==> src/rtl/pfc_pkg.sv <==
// shared types, constants and matcher step functions for the frame classifier
// no dependencies

package pfc_pkg;

   localparam int MAX_FRAME_BYTES_DEFAULT = 16383;
   localparam int QUEUE_DEPTH = 2;

   localparam int PROTO_OFFSET = 23;
   localparam int SRC_FIRST = 26;
   localparam int SRC_END = 30;

   localparam logic [7:0] PROTO_ICMP = 8'd1;
   localparam logic [7:0] PROTO_TCP = 8'd6;
   localparam logic [7:0] PROTO_UDP = 8'd17;

   localparam logic [2:0] ROUTE_DROP = 3'd0;
   localparam logic [2:0] ROUTE_HTTP = 3'd1;
   localparam logic [2:0] ROUTE_UDP = 3'd2;
   localparam logic [2:0] ROUTE_ICMP = 3'd3;
   localparam logic [2:0] ROUTE_FTP = 3'd4;
   localparam logic [2:0] ROUTE_TCP = 3'd5;

   localparam logic [0:7][7:0] HTTP_PAT = {8'd72, 8'd84, 8'd84, 8'd80,
                                           8'd47, 8'd49, 8'd46, 8'd49};
   localparam logic [0:2][7:0] FTP_LO_PAT = {8'd102, 8'd116, 8'd112};
   localparam logic [0:2][7:0] FTP_UP_PAT = {8'd70, 8'd84, 8'd80};

   typedef struct packed {
      logic [7:0] data_byte;
      logic       last_byte;
   } req_payload_type;

   typedef struct packed {
      logic [2:0] route;
      logic       controller_called;
   } rsp_payload_type;

   // per-frame summary handed from the front to the back
   typedef struct packed {
      logic [7:0]  protocol;
      logic [31:0] source;
      logic        http_seen;
      logic        ftp_seen;
   } frame_sum_type;

   typedef struct packed {
      logic [2:0] prog;
      logic       hit;
   } http_step_type;

   typedef struct packed {
      logic [1:0] prog;
      logic       hit;
   } ftp_step_type;

   // first pattern byte never recurs, so a mismatch restarts only on it
   function automatic http_step_type http_advance(logic [2:0] prog, logic [7:0] b);
      http_step_type r;
      r.hit = 1'b0;
      if (b == HTTP_PAT[prog]) begin
         if (prog == 3'd7) begin
            r.prog = 3'd0;
            r.hit = 1'b1;
         end else begin
            r.prog = prog + 3'd1;
         end
      end else begin
         r.prog = (b == HTTP_PAT[0]) ? 3'd1 : 3'd0;
      end
      return r;
   endfunction

   function automatic ftp_step_type ftp_advance(logic [1:0] prog, logic [7:0] b,
                                                logic [0:2][7:0] pat);
      ftp_step_type r;
      logic [1:0]   p;
      p = (prog == 2'd3) ? 2'd0 : prog;
      r.hit = 1'b0;
      if (b == pat[p]) begin
         if (p == 2'd2) begin
            r.prog = 2'd0;
            r.hit = 1'b1;
         end else begin
            r.prog = p + 2'd1;
         end
      end else begin
         r.prog = (b == pat[0]) ? 2'd1 : 2'd0;
      end
      return r;
   endfunction

endpackage

==> src/rtl/pfc_front.sv <==
// front end: per-byte header capture and signature matchers
// depends on pfc_pkg

module pfc_front #(
   parameter int MAX_FRAME_BYTES = pfc_pkg::MAX_FRAME_BYTES_DEFAULT
) (
   input  logic                     clock,
   input  logic                     reset,
   input  logic                     req_valid,
   output logic                     req_stall,
   input  pfc_pkg::req_payload_type req_data,
   input  logic                     queue_full,
   output logic                     push,
   output pfc_pkg::frame_sum_type   push_data
);
   import pfc_pkg::*;

   localparam int OFF_W = $clog2(MAX_FRAME_BYTES + 1);

   logic [OFF_W-1:0] offset_ff, offset_in;
   logic [7:0]       proto_ff, proto_in;
   logic [31:0]      src_ff, src_in;
   logic [2:0]       http_prog_ff, http_prog_in;
   logic [1:0]       ftpl_prog_ff, ftpl_prog_in;
   logic [1:0]       ftpu_prog_ff, ftpu_prog_in;
   logic             http_seen_ff, http_seen_in;
   logic             ftp_seen_ff, ftp_seen_in;

   logic            accept;
   logic [7:0]      b;
   http_step_type   http_s;
   ftp_step_type    ftpl_s, ftpu_s;
   logic [7:0]      proto_nx;
   logic [31:0]     src_nx;
   logic            http_seen_nx, ftp_seen_nx;

   assign req_stall = queue_full;
   assign accept = req_valid && !req_stall;
   assign b = req_data.data_byte;

   always_comb begin
      http_s = http_advance(http_prog_ff, b);
      ftpl_s = ftp_advance(ftpl_prog_ff, b, FTP_LO_PAT);
      ftpu_s = ftp_advance(ftpu_prog_ff, b, FTP_UP_PAT);
      proto_nx = (offset_ff == OFF_W'(PROTO_OFFSET)) ? b : proto_ff;
      src_nx = (offset_ff >= OFF_W'(SRC_FIRST) && offset_ff < OFF_W'(SRC_END)) ?
               {src_ff[23:0], b} : src_ff;
      http_seen_nx = http_seen_ff || http_s.hit;
      ftp_seen_nx = ftp_seen_ff || ftpl_s.hit || ftpu_s.hit;
   end

   assign push = accept && req_data.last_byte;
   assign push_data = '{protocol: proto_nx, source: src_nx,
                        http_seen: http_seen_nx, ftp_seen: ftp_seen_nx};

   always_comb begin
      offset_in = offset_ff;
      proto_in = proto_ff;
      src_in = src_ff;
      http_prog_in = http_prog_ff;
      ftpl_prog_in = ftpl_prog_ff;
      ftpu_prog_in = ftpu_prog_ff;
      http_seen_in = http_seen_ff;
      ftp_seen_in = ftp_seen_ff;
      if (accept) begin
         if (req_data.last_byte) begin
            // frame done, start the next one at offset zero
            offset_in = '0;
            proto_in = '0;
            src_in = '0;
            http_prog_in = '0;
            ftpl_prog_in = '0;
            ftpu_prog_in = '0;
            http_seen_in = 1'b0;
            ftp_seen_in = 1'b0;
         end else begin
            if (offset_ff < OFF_W'(MAX_FRAME_BYTES)) begin
               offset_in = offset_ff + OFF_W'(1);
            end
            proto_in = proto_nx;
            src_in = src_nx;
            http_prog_in = http_s.prog;
            ftpl_prog_in = ftpl_s.prog;
            ftpu_prog_in = ftpu_s.prog;
            http_seen_in = http_seen_nx;
            ftp_seen_in = ftp_seen_nx;
         end
      end
   end

   always_ff @(posedge clock) begin
      if (reset) begin
         offset_ff <= '0;
         proto_ff <= '0;
         src_ff <= '0;
         http_prog_ff <= '0;
         ftpl_prog_ff <= '0;
         ftpu_prog_ff <= '0;
         http_seen_ff <= 1'b0;
         ftp_seen_ff <= 1'b0;
      end else begin
         offset_ff <= offset_in;
         proto_ff <= proto_in;
         src_ff <= src_in;
         http_prog_ff <= http_prog_in;
         ftpl_prog_ff <= ftpl_prog_in;
         ftpu_prog_ff <= ftpu_prog_in;
         http_seen_ff <= http_seen_in;
         ftp_seen_ff <= ftp_seen_in;
      end
   end

   a_offset_sat: assert property (@(posedge clock) disable iff (reset)
      offset_ff <= OFF_W'(MAX_FRAME_BYTES))
      else $error("byte offset past saturation point");

   a_clear_after_last: assert property (@(posedge clock) disable iff (reset)
      push |=> offset_ff == '0 && !http_seen_ff && !ftp_seen_ff)
      else $error("frame state not cleared after last byte");

   a_push_on_last: assert property (@(posedge clock) disable iff (reset)
      push |-> req_data.last_byte && !queue_full)
      else $error("summary pushed without a last byte transfer");

endmodule

==> src/rtl/pfc_queue.sv <==
// short queue of frame summaries between front and back
// depends on pfc_pkg

module pfc_queue (
   input  logic                   clock,
   input  logic                   reset,
   input  logic                   push,
   input  pfc_pkg::frame_sum_type push_data,
   output logic                   full,
   output logic                   head_valid,
   input  logic                   pop,
   output pfc_pkg::frame_sum_type head_data
);
   import pfc_pkg::*;

   localparam int PTR_W = (QUEUE_DEPTH > 1) ? $clog2(QUEUE_DEPTH) : 1;
   localparam int CNT_W = $clog2(QUEUE_DEPTH + 1);

   frame_sum_type    slot_ff [QUEUE_DEPTH];
   logic [PTR_W-1:0] wr_ptr_ff, wr_ptr_in;
   logic [PTR_W-1:0] rd_ptr_ff, rd_ptr_in;
   logic [CNT_W-1:0] count_ff, count_in;
   logic             do_push, do_pop;

   assign full = (count_ff == CNT_W'(QUEUE_DEPTH));
   assign head_valid = (count_ff != '0);
   assign head_data = slot_ff[rd_ptr_ff];
   assign do_push = push && !full;
   assign do_pop = pop && head_valid;

   always_comb begin
      wr_ptr_in = wr_ptr_ff;
      rd_ptr_in = rd_ptr_ff;
      count_in = count_ff;
      if (do_push) begin
         wr_ptr_in = (wr_ptr_ff == PTR_W'(QUEUE_DEPTH - 1)) ? '0 : wr_ptr_ff + PTR_W'(1);
      end
      if (do_pop) begin
         rd_ptr_in = (rd_ptr_ff == PTR_W'(QUEUE_DEPTH - 1)) ? '0 : rd_ptr_ff + PTR_W'(1);
      end
      if (do_push && !do_pop) begin
         count_in = count_ff + CNT_W'(1);
      end else if (do_pop && !do_push) begin
         count_in = count_ff - CNT_W'(1);
      end
   end

   always_ff @(posedge clock) begin
      if (reset) begin
         wr_ptr_ff <= '0;
         rd_ptr_ff <= '0;
         count_ff <= '0;
      end else begin
         wr_ptr_ff <= wr_ptr_in;
         rd_ptr_ff <= rd_ptr_in;
         count_ff <= count_in;
      end
   end

   always_ff @(posedge clock) begin
      if (do_push) begin
         slot_ff[wr_ptr_ff] <= push_data;
      end
   end

   a_no_push_full: assert property (@(posedge clock) disable iff (reset)
      full |-> !push)
      else $error("summary pushed into full queue");

   a_count_bound: assert property (@(posedge clock) disable iff (reset)
      count_ff <= CNT_W'(QUEUE_DEPTH))
      else $error("queue count out of range");

   a_pop_nonempty: assert property (@(posedge clock) disable iff (reset)
      pop |-> head_valid)
      else $error("summary popped from empty queue");

endmodule

==> src/rtl/pfc_back.sv <==
// back end: route choice, flow cache and result register
// depends on pfc_pkg

module pfc_back (
   input  logic                     clock,
   input  logic                     reset,
   input  logic                     head_valid,
   input  pfc_pkg::frame_sum_type   head_data,
   output logic                     pop,
   output logic                     rsp_valid,
   input  logic                     rsp_stall,
   output pfc_pkg::rsp_payload_type rsp_data
);
   import pfc_pkg::*;

   logic [31:0]     cached_src_ff, cached_src_in;
   logic            cache_valid_ff, cache_valid_in;
   logic [2:0]      prev_rule_ff, prev_rule_in;
   logic            rsp_valid_ff, rsp_valid_in;
   rsp_payload_type rsp_data_ff, rsp_data_in;

   logic [2:0] cand, rule;
   logic       hit;

   assign pop = head_valid && (!rsp_valid_ff || !rsp_stall);
   assign rsp_valid = rsp_valid_ff;
   assign rsp_data = rsp_data_ff;

   always_comb begin
      cand = ROUTE_DROP;
      rule = ROUTE_ICMP;
      case (head_data.protocol)
         PROTO_TCP: begin
            cand = head_data.http_seen ? ROUTE_HTTP :
                   ((head_data.ftp_seen || prev_rule_ff == ROUTE_FTP) ? ROUTE_FTP : ROUTE_TCP);
            rule = head_data.http_seen ? ROUTE_HTTP :
                   (head_data.ftp_seen ? ROUTE_FTP : ROUTE_TCP);
         end
         PROTO_UDP: begin
            cand = head_data.http_seen ? ROUTE_HTTP : ROUTE_UDP;
            rule = head_data.http_seen ? ROUTE_HTTP :
                   (head_data.ftp_seen ? ROUTE_FTP : ROUTE_UDP);
         end
         PROTO_ICMP: begin
            cand = ROUTE_ICMP;
         end
         default: begin
            cand = ROUTE_DROP;
         end
      endcase
      hit = cache_valid_ff && head_data.source == cached_src_ff && cand == prev_rule_ff;
   end

   always_comb begin
      cached_src_in = cached_src_ff;
      cache_valid_in = cache_valid_ff;
      prev_rule_in = prev_rule_ff;
      rsp_data_in = rsp_data_ff;
      rsp_valid_in = rsp_valid_ff && rsp_stall;
      if (pop) begin
         rsp_valid_in = 1'b1;
         if (cand == ROUTE_DROP) begin
            rsp_data_in = '{route: ROUTE_DROP, controller_called: 1'b0};
         end else if (hit) begin
            rsp_data_in = '{route: cand, controller_called: 1'b0};
         end else begin
            // miss: controller sets the rule and refills the cache
            rsp_data_in = '{route: rule, controller_called: 1'b1};
            cached_src_in = head_data.source;
            cache_valid_in = 1'b1;
            prev_rule_in = rule;
         end
      end
   end

   always_ff @(posedge clock) begin
      if (reset) begin
         cached_src_ff <= '0;
         cache_valid_ff <= 1'b0;
         prev_rule_ff <= ROUTE_DROP;
         rsp_valid_ff <= 1'b0;
      end else begin
         cached_src_ff <= cached_src_in;
         cache_valid_ff <= cache_valid_in;
         prev_rule_ff <= prev_rule_in;
         rsp_valid_ff <= rsp_valid_in;
      end
   end

   always_ff @(posedge clock) begin
      rsp_data_ff <= rsp_data_in;
   end

   a_called_not_drop: assert property (@(posedge clock) disable iff (reset)
      rsp_valid_ff && rsp_data_ff.controller_called |-> rsp_data_ff.route != ROUTE_DROP)
      else $error("controller call with drop route");

   a_cache_filled: assert property (@(posedge clock) disable iff (reset)
      pop && cand != ROUTE_DROP |=> cache_valid_ff)
      else $error("cache not valid after routed frame");

   a_rule_matches: assert property (@(posedge clock) disable iff (reset)
      pop && cand != ROUTE_DROP && !hit |=> prev_rule_ff == rsp_data_ff.route)
      else $error("stored rule differs from emitted route");

endmodule

==> src/rtl/packet_flow_classifier_unit.sv <==
// top level of the frame classifier: front end, summary queue, back end
// depends on pfc_pkg, pfc_front, pfc_queue, pfc_back

// Takes one frame byte per cycle on the req channel while not stalled, last
// byte marked, and returns one route per frame on the rsp channel. The front
// end stalls only while its two-entry summary queue is full, which happens
// when rsp stays stalled. A frame's summary is registered in the queue and
// its route then in the result register. The back end retires one frame per
// cycle unless a held result is stalled on rsp. The one-entry flow cache and
// the stored rule live in the back end and are updated in frame order.

module packet_flow_classifier_unit #(
   parameter int MAX_FRAME_BYTES = pfc_pkg::MAX_FRAME_BYTES_DEFAULT
) (
   input  logic                     clock,
   input  logic                     reset,
   input  logic                     req_valid,
   output logic                     req_stall,
   input  pfc_pkg::req_payload_type req_data,
   output logic                     rsp_valid,
   input  logic                     rsp_stall,
   output pfc_pkg::rsp_payload_type rsp_data
);
   import pfc_pkg::*;

   logic          queue_full, push, head_valid, pop;
   frame_sum_type push_data, head_data;

   pfc_front #(
      .MAX_FRAME_BYTES(MAX_FRAME_BYTES)
   ) u_front (
      .clock      (clock),
      .reset      (reset),
      .req_valid  (req_valid),
      .req_stall  (req_stall),
      .req_data   (req_data),
      .queue_full (queue_full),
      .push       (push),
      .push_data  (push_data)
   );

   pfc_queue u_queue (
      .clock      (clock),
      .reset      (reset),
      .push       (push),
      .push_data  (push_data),
      .full       (queue_full),
      .head_valid (head_valid),
      .pop        (pop),
      .head_data  (head_data)
   );

   pfc_back u_back (
      .clock      (clock),
      .reset      (reset),
      .head_valid (head_valid),
      .head_data  (head_data),
      .pop        (pop),
      .rsp_valid  (rsp_valid),
      .rsp_stall  (rsp_stall),
      .rsp_data   (rsp_data)
   );

endmodule
==> config.mk <==
export PLATFORM = sky130hd
export DESIGN_NAME = packet_flow_classifier_unit
export DESIGN_NICKNAME = d
export VERILOG_FILES = /design/src/rtl/pfc_pkg.sv /design/src/rtl/pfc_front.sv /design/src/rtl/pfc_queue.sv /design/src/rtl/pfc_back.sv /design/src/rtl/packet_flow_classifier_unit.sv
export SDC_FILE = /design/constraint.sdc
export NUM_CORES = 1
export LEC_CHECK = 0
export BUFFER_PORTS_ARGS = -buffer_cell sky130_fd_sc_hd__buf_2
export CORE_MARGIN = 1
export CORE_UTILIZATION = 61
export CTS_CLUSTER_DIAMETER = 150
export DETAILED_ROUTE_END_ITERATION = 12
export PLACE_DENSITY = 0.78
export SYNTH_ARGS = -nofsm -noshare
export SYNTH_HDL_FRONTEND = slang
export SYNTH_SLANG_ARGS = --single-unit
==> constraint.sdc <==
create_clock -name clock -period 6.8 [get_ports clock]
set_input_delay 1.36 -clock clock [delete_from_list [all_inputs] [get_ports clock]]
set_output_delay 1.36 -clock clock [all_outputs]
set_load 0.02 [all_outputs]
Word-level counts from Yosys, hierarchy flattened
Memories as Yosys holds them, arrays and structs flattened. A register that Yosys moved wholly into a read port is not among the register bits.
Cells that the tools add are included.
- add/subtract/negate cells: 8
- $mul: 0
- divide/modulo/power cells: 0
- order comparisons: 6
- equality and inequality tests: 19
- shifts and indexed selects: 0
- mux-type cells: 55
- bitwise operators: 5
- reduce and logical (&&, ||, !) cells: 27
- operator list (cell ; count):
    2-to-1 mux 32 bit ; 2
    2-to-1 mux 8 bit ; 8
    binary-select mux 8 bit (select 2 bit) ; 2
    == test 32 bit ; 1
    2-to-1 mux 14 bit ; 2
    == test 8 x 7 -> 1 bit, second input constant ; 3
    == test 8 bit ; 3
    2-to-1 mux 2 bit ; 11
    2-to-1 mux 3 bit ; 7
    2-to-1 mux 1 bit ; 20
    adder 14 x 1 -> 14 bit, second input constant ; 1
    == test 14 x 5 -> 1 bit, second input constant ; 1
    >= comparator 14 x 5 -> 1 bit, second input constant ; 1
    < comparator 14 bit, second input constant ; 1
    < comparator 14 x 5 -> 1 bit, second input constant ; 1
    logical AND 1 bit ; 11
    == test 2 bit, second input constant ; 5
    one-hot mux 3 bit (3 select lines) ; 1
    == test 8 x 1 -> 1 bit, second input constant ; 1
    == test 8 x 3 -> 1 bit, second input constant ; 1
    == test 8 x 5 -> 1 bit, second input constant ; 1
    adder 2 x 1 -> 2 bit, second input constant ; 3
    == test 3 bit, second input constant ; 2
    >= comparator 3 bit, second input constant ; 2
    other kinds (16) ; 29
- register bits after elaboration: 108
- latch bits: 0
- RAM bits: 84
- ROM bits: 64
- bits of input ports: 13
- memories: 2
- memory list (name ; words ; bits a word ; read ports ; clocked after Yosys merged registers in ; write ports ; RTL line ; source):
    u_queue.slot_ff ; 2 ; 42 ; 1 ; 1 ; 1 ; pfc_queue.sv:19 ; frame_sum_type slot_ff [QUEUE_DEPTH];
    (name not given) ; 8 ; 8 ; 1 ; 0 ; 0 ; pfc_pkg.sv:61 ; if (b == HTTP_PAT[prog]) begin

Logic depth before layout (Yosys ltp)
- word-level depth: 11
- gate-level depth with buffers: 12
- gate-level depth less buffers: 9

Hierarchy
From an unflattened synthesis, not the netlist that was laid out.
- cells, all modules: 803
- area total of the unflattened synthesis: 9059.9 sq um
- modules (own cells, without submodules) (module ; times used ; cells each ; area each (sq um) ; seq. area each (sq um)):
    pfc_front ; 1 ; 406 ; 3427.0 ; 1261.2
    pfc_queue ; 1 ; 156 ; 3240.6 ; 2622.5
    pfc_back ; 1 ; 241 ; 2392.3 ; 860.8

Worst setup path before layout
Ideal clock, no wire load.
- path type: in2reg
- start: input port req_data[0] in the netlist's numbering
- end: memory u_queue.slot_ff[0][0] in the netlist's numbering (enable)
- arrival: 3.514 ns
- setup slack: 2.845 ns
- cell stages on the path: 3
- buffers on the path: 1
- cells stage by stage: clkbuf_1 nand2_1 nor2_1
- word-level cells in the longest chain between the ends: 4
- RTL lines (item ; RTL line ; source):
    start: declaration ; packet_flow_classifier_unit.sv:19 ; input pfc_pkg::req_payload_type req_data,
    logical AND 1 bit ; pfc_front.sv:52 ; assign push = accept && req_data.last_byte;
    logical AND 1 bit ; pfc_queue.sv:28 ; assign do_push = push && !full;
    2-to-1 mux 1 bit ; pfc_queue.sv:61 ; if (do_push) begin
    2-to-1 mux 1 bit (not written as such) ; pfc_queue.sv:62 ; slot_ff[wr_ptr_ff] <= push_data;
    end: declaration ; pfc_queue.sv:19 ;
Every way passes these cells.

==> impl_metrics.toml <==
[run_status]
status = "complete, no violations"

[worst_setup_path]
critical_path_buf_inv_count = 2
crit_cells = 10
path_delay_family = "simple AND/OR/NAND/NOR gates"
critical_path_arrival_ns = 3.65
path_class = "register to register"
start_kind = "register"
slowest_stage = "buf_4"
worstPathRequired_ns = 7.07
cp_max_fo = 43
max_stage_delay_ns = 0.58
rrSetupSlack_ns = 3.42
cp-end-kind = "register"
r2r-end = "u_back.cached_src_ff[4]"
crit_chain = "buf_4 -> mux2i_1 -> xnor2_1 -> nor4_2 -> nand4_1 -> nor3_2 -> a31oi_4 -> buf_4 -> mux2i_1 -> nor2b_1"
endpoint = "u_back.cached_src_ff[4]"
reg2reg_depth = 10

[placed_design]
dpl.hpwl_mm = 10.70
io_buffers = 18
place.gp.congestion = 0.8467

[timing]
fin_crit_sh = 0.4967
max_freq_mhz = 296.1
tns_ns = 0
finalHoldViolCount = 0
setup_viol = 0
worstMarginPinSlew_ns = 1.063
slew_headroom = 0.2915
rsz0062_at_grt = "false"
fin_skew_ns = 0.008573
maxSlewViolCount = 0
post-route-min-period_ns = 3.377

[die]
initial_utilization = 0.6239
die_h_um = 120.9
core_area_um2 = 13830
row_count = 43
die_w_um = 120.9
die_area_um2 = 14620
io_pins = 19

[min_path]
holdCritPathClass = "register to register"

[power]
powerDensity_nw_per_um2 = 290.0
p_leak_nw = 3.306
vdd_drop_max_v = 0.0001958
p_total_mw = 2.721

[yosys]
yosysUniqueCellTypes = 56
synth_area_um2 = 8627
synth.ff_latch_count = 193
synth_cells = 751
syn_nets = 774
synth_ff_type = "dfxtp_1"
yosysWarnings = 0
synth_edf_count = 88
yosysSeqAreaShare = 0.5500
avgSynthCellArea_um2 = 11.49
synthArstFlopShare = 0

[drt]
ant_nets = 0
vias_per_cell = 5.818
drc = 0
drt_iter0_drc = 356
first_pass_iters = 5
vias = 5527
finalWirelength_mm = 16.70
wl_per_cell_um = 17.58

[finish]
drive_gt1_frac = 0.1338
areaGrowthSynthToFinish_pct = 8.774
antenna_cells = 0
final_net_count = 780

[grt]
antenna_found_initial = 0
grt_pass1_vias = 5374
grtUsageTotal = 0.2454
grt-ovfl-total = 0
grt_pass1_wl_mm = 26.99
grt_max_degree = 95

[clocking]
cts_sinks = 193
cts_max_level = 4
cts_tree = "yes"
clk_path_buf_depth = 2
post-cts-setup-buffers = 0
cts_root_buffer = "clkbuf_16"
cts_made_buffers = 17
insertion_delay_ns = 0.44
cts.clk_slew.worst_paths_ns = 0.07
ctsResizeCount = 0
hold_buffers = 0

[job]
drv_cap = 0
-- cells in the final DEF, fill, tap and decap left out, types with 11 or more instances in the layout --
cell type    n
nor2b_1     11
inv_1       45
dfxtp_1    104
nor4_1      11
mux2i_1     65
nand2_1     21
a21oi_1     21
edfxtp_1    88
nor2_1      81
and2b_1     25
nand3_1     11
buf_2       18
xor2_1      11
mux2_1      11
xnor2_1     38
a22oi_1     44
clkbuf_16   17
mux2_2      32
-- per-stage QoR --
| step | hold slack (ns) | worst slack (ns) | instances | utilization | area, um2 |
|---|---|---|---|---|---|
| floorplan | 0.4399 | 2.845 | 751 | - | 8627 |
| global placement | 0.4525 | 3.457 | 918 | 0.6375 | 8815 |
| detailed placement | 0.4704 | 3.293 | 918 | 0.6375 | 8815 |
| CTS | 0.4860 | 3.407 | 950 | 0.6787 | 9384 |
| global route | 0.5018 | 3.190 | 950 | 0.6787 | 9384 |
| finish | 0.4802 | 3.423 | 950 | 0.6787 | 9384 |
-- power by group --
group / switching [mW] / internal [mW]
Sequential: 0.0226 / 1.27
Clock: 0.425 / 0.539
Combinational: 0.294 / 0.166
Total: 0.742 / 1.98
-- registers in the layout, summed over array words and instances (netlist names), named ones only --
| name | cells |
|---|---|
| u_queue.slot_ff | 84 |
| u_back.cached_src_ff | 32 |
| u_front.src_ff | 32 |
| u_front.offset_ff | 14 |
| u_front.proto_ff | 8 |
| u_back.rsp_data | 4 |
| u_back.prev_rule_ff | 3 |
| u_front.http_prog_ff | 3 |
| u_front.ftpl_prog_ff | 2 |
| u_front.ftpu_prog_ff | 2 |
| u_queue.count_ff | 2 |
| u_back.cache_valid_ff | 1 |
| u_back.rsp_valid | 1 |
| u_front.ftp_seen_ff | 1 |
| u_front.http_seen_ff | 1 |
| u_queue.rd_ptr_ff | 1 |
| u_queue.wr_ptr_ff | 1 |
-- worst min path at each step --
stage                     startpoint  slack [ns]  depth (start not counted)               endpoint
4_1_cts             u_back.rsp_valid        0.49                          2       u_back.rsp_valid
6_report       u_back.cache_valid_ff        0.48                          2  u_back.cache_valid_ff
5_1_grt        u_back.cache_valid_ff        0.50                          2  u_back.cache_valid_ff
3_3_place_gp   u_back.cache_valid_ff        0.45                          2  u_back.cache_valid_ff
3_5_place_dp   u_back.cache_valid_ff        0.47                          2  u_back.cache_valid_ff
2_1_floorplan  u_back.cache_valid_ff        0.44                          2  u_back.cache_valid_ff
-- area by class of cell --
type	count	area [um2]
fill	963	4443
timing repair buffer	25	142.6
clock inverter	14	140.1
clock buffer	18	429.2
sequential	193	4746
tap	180	225.2
multi-input combinational	475	3532
inverter	45	168.9
-- cell usage after synthesis, types with 21 or more instances --
cell type	number	area [um2]
and2b_1	25	187.7
nand2_1	21	78.83
dfxtp_1	105	2102
a22oi_1	44	330.3
nor2_1	83	311.6
inv_1	45	168.9
mux2i_1	65	650.6
edfxtp_1	88	2643
xnor2_1	38	332.8
mux2_2	32	360.4
a21oi_1	21	105.1
clkbuf_1	24	90.09
-- worst min-delay path: stages (launching register included) --
cell and delay, ns:
dfxtp_1 0.33, nor2_1 0.05, nor2_1 0.07
-- logic make-up (layout without fill, tap and decap cells) --
logic type | count (synthesis) | after routing | synth area share
buffers and inverters | 83 | 102 | 0.04365
AND/OR/NAND/NOR | 212 | 212 | 0.1315
adder cells (fa/ha/maj) | 10 | 10 | 0.01450
multiplexers | 112 | 112 | 0.1379
XOR/XNOR | 49 | 49 | 0.04975
flip-flops | 193 | 193 | 0.5500
AO/OA/AOI/OAI | 92 | 92 | 0.07266
-- routing by layer --
layer	routed length, um	part of all wire	track usage	vias up
li1	-	-	-	2664
met1	7561	0.45	0.3232	2701
met2	8080	0.48	0.3964	133
met3	668	0.040	0.03618	29
met4	389	0.023	0.1219	0
met5	0	0	0	-
(Power assumes the default switching activity.)
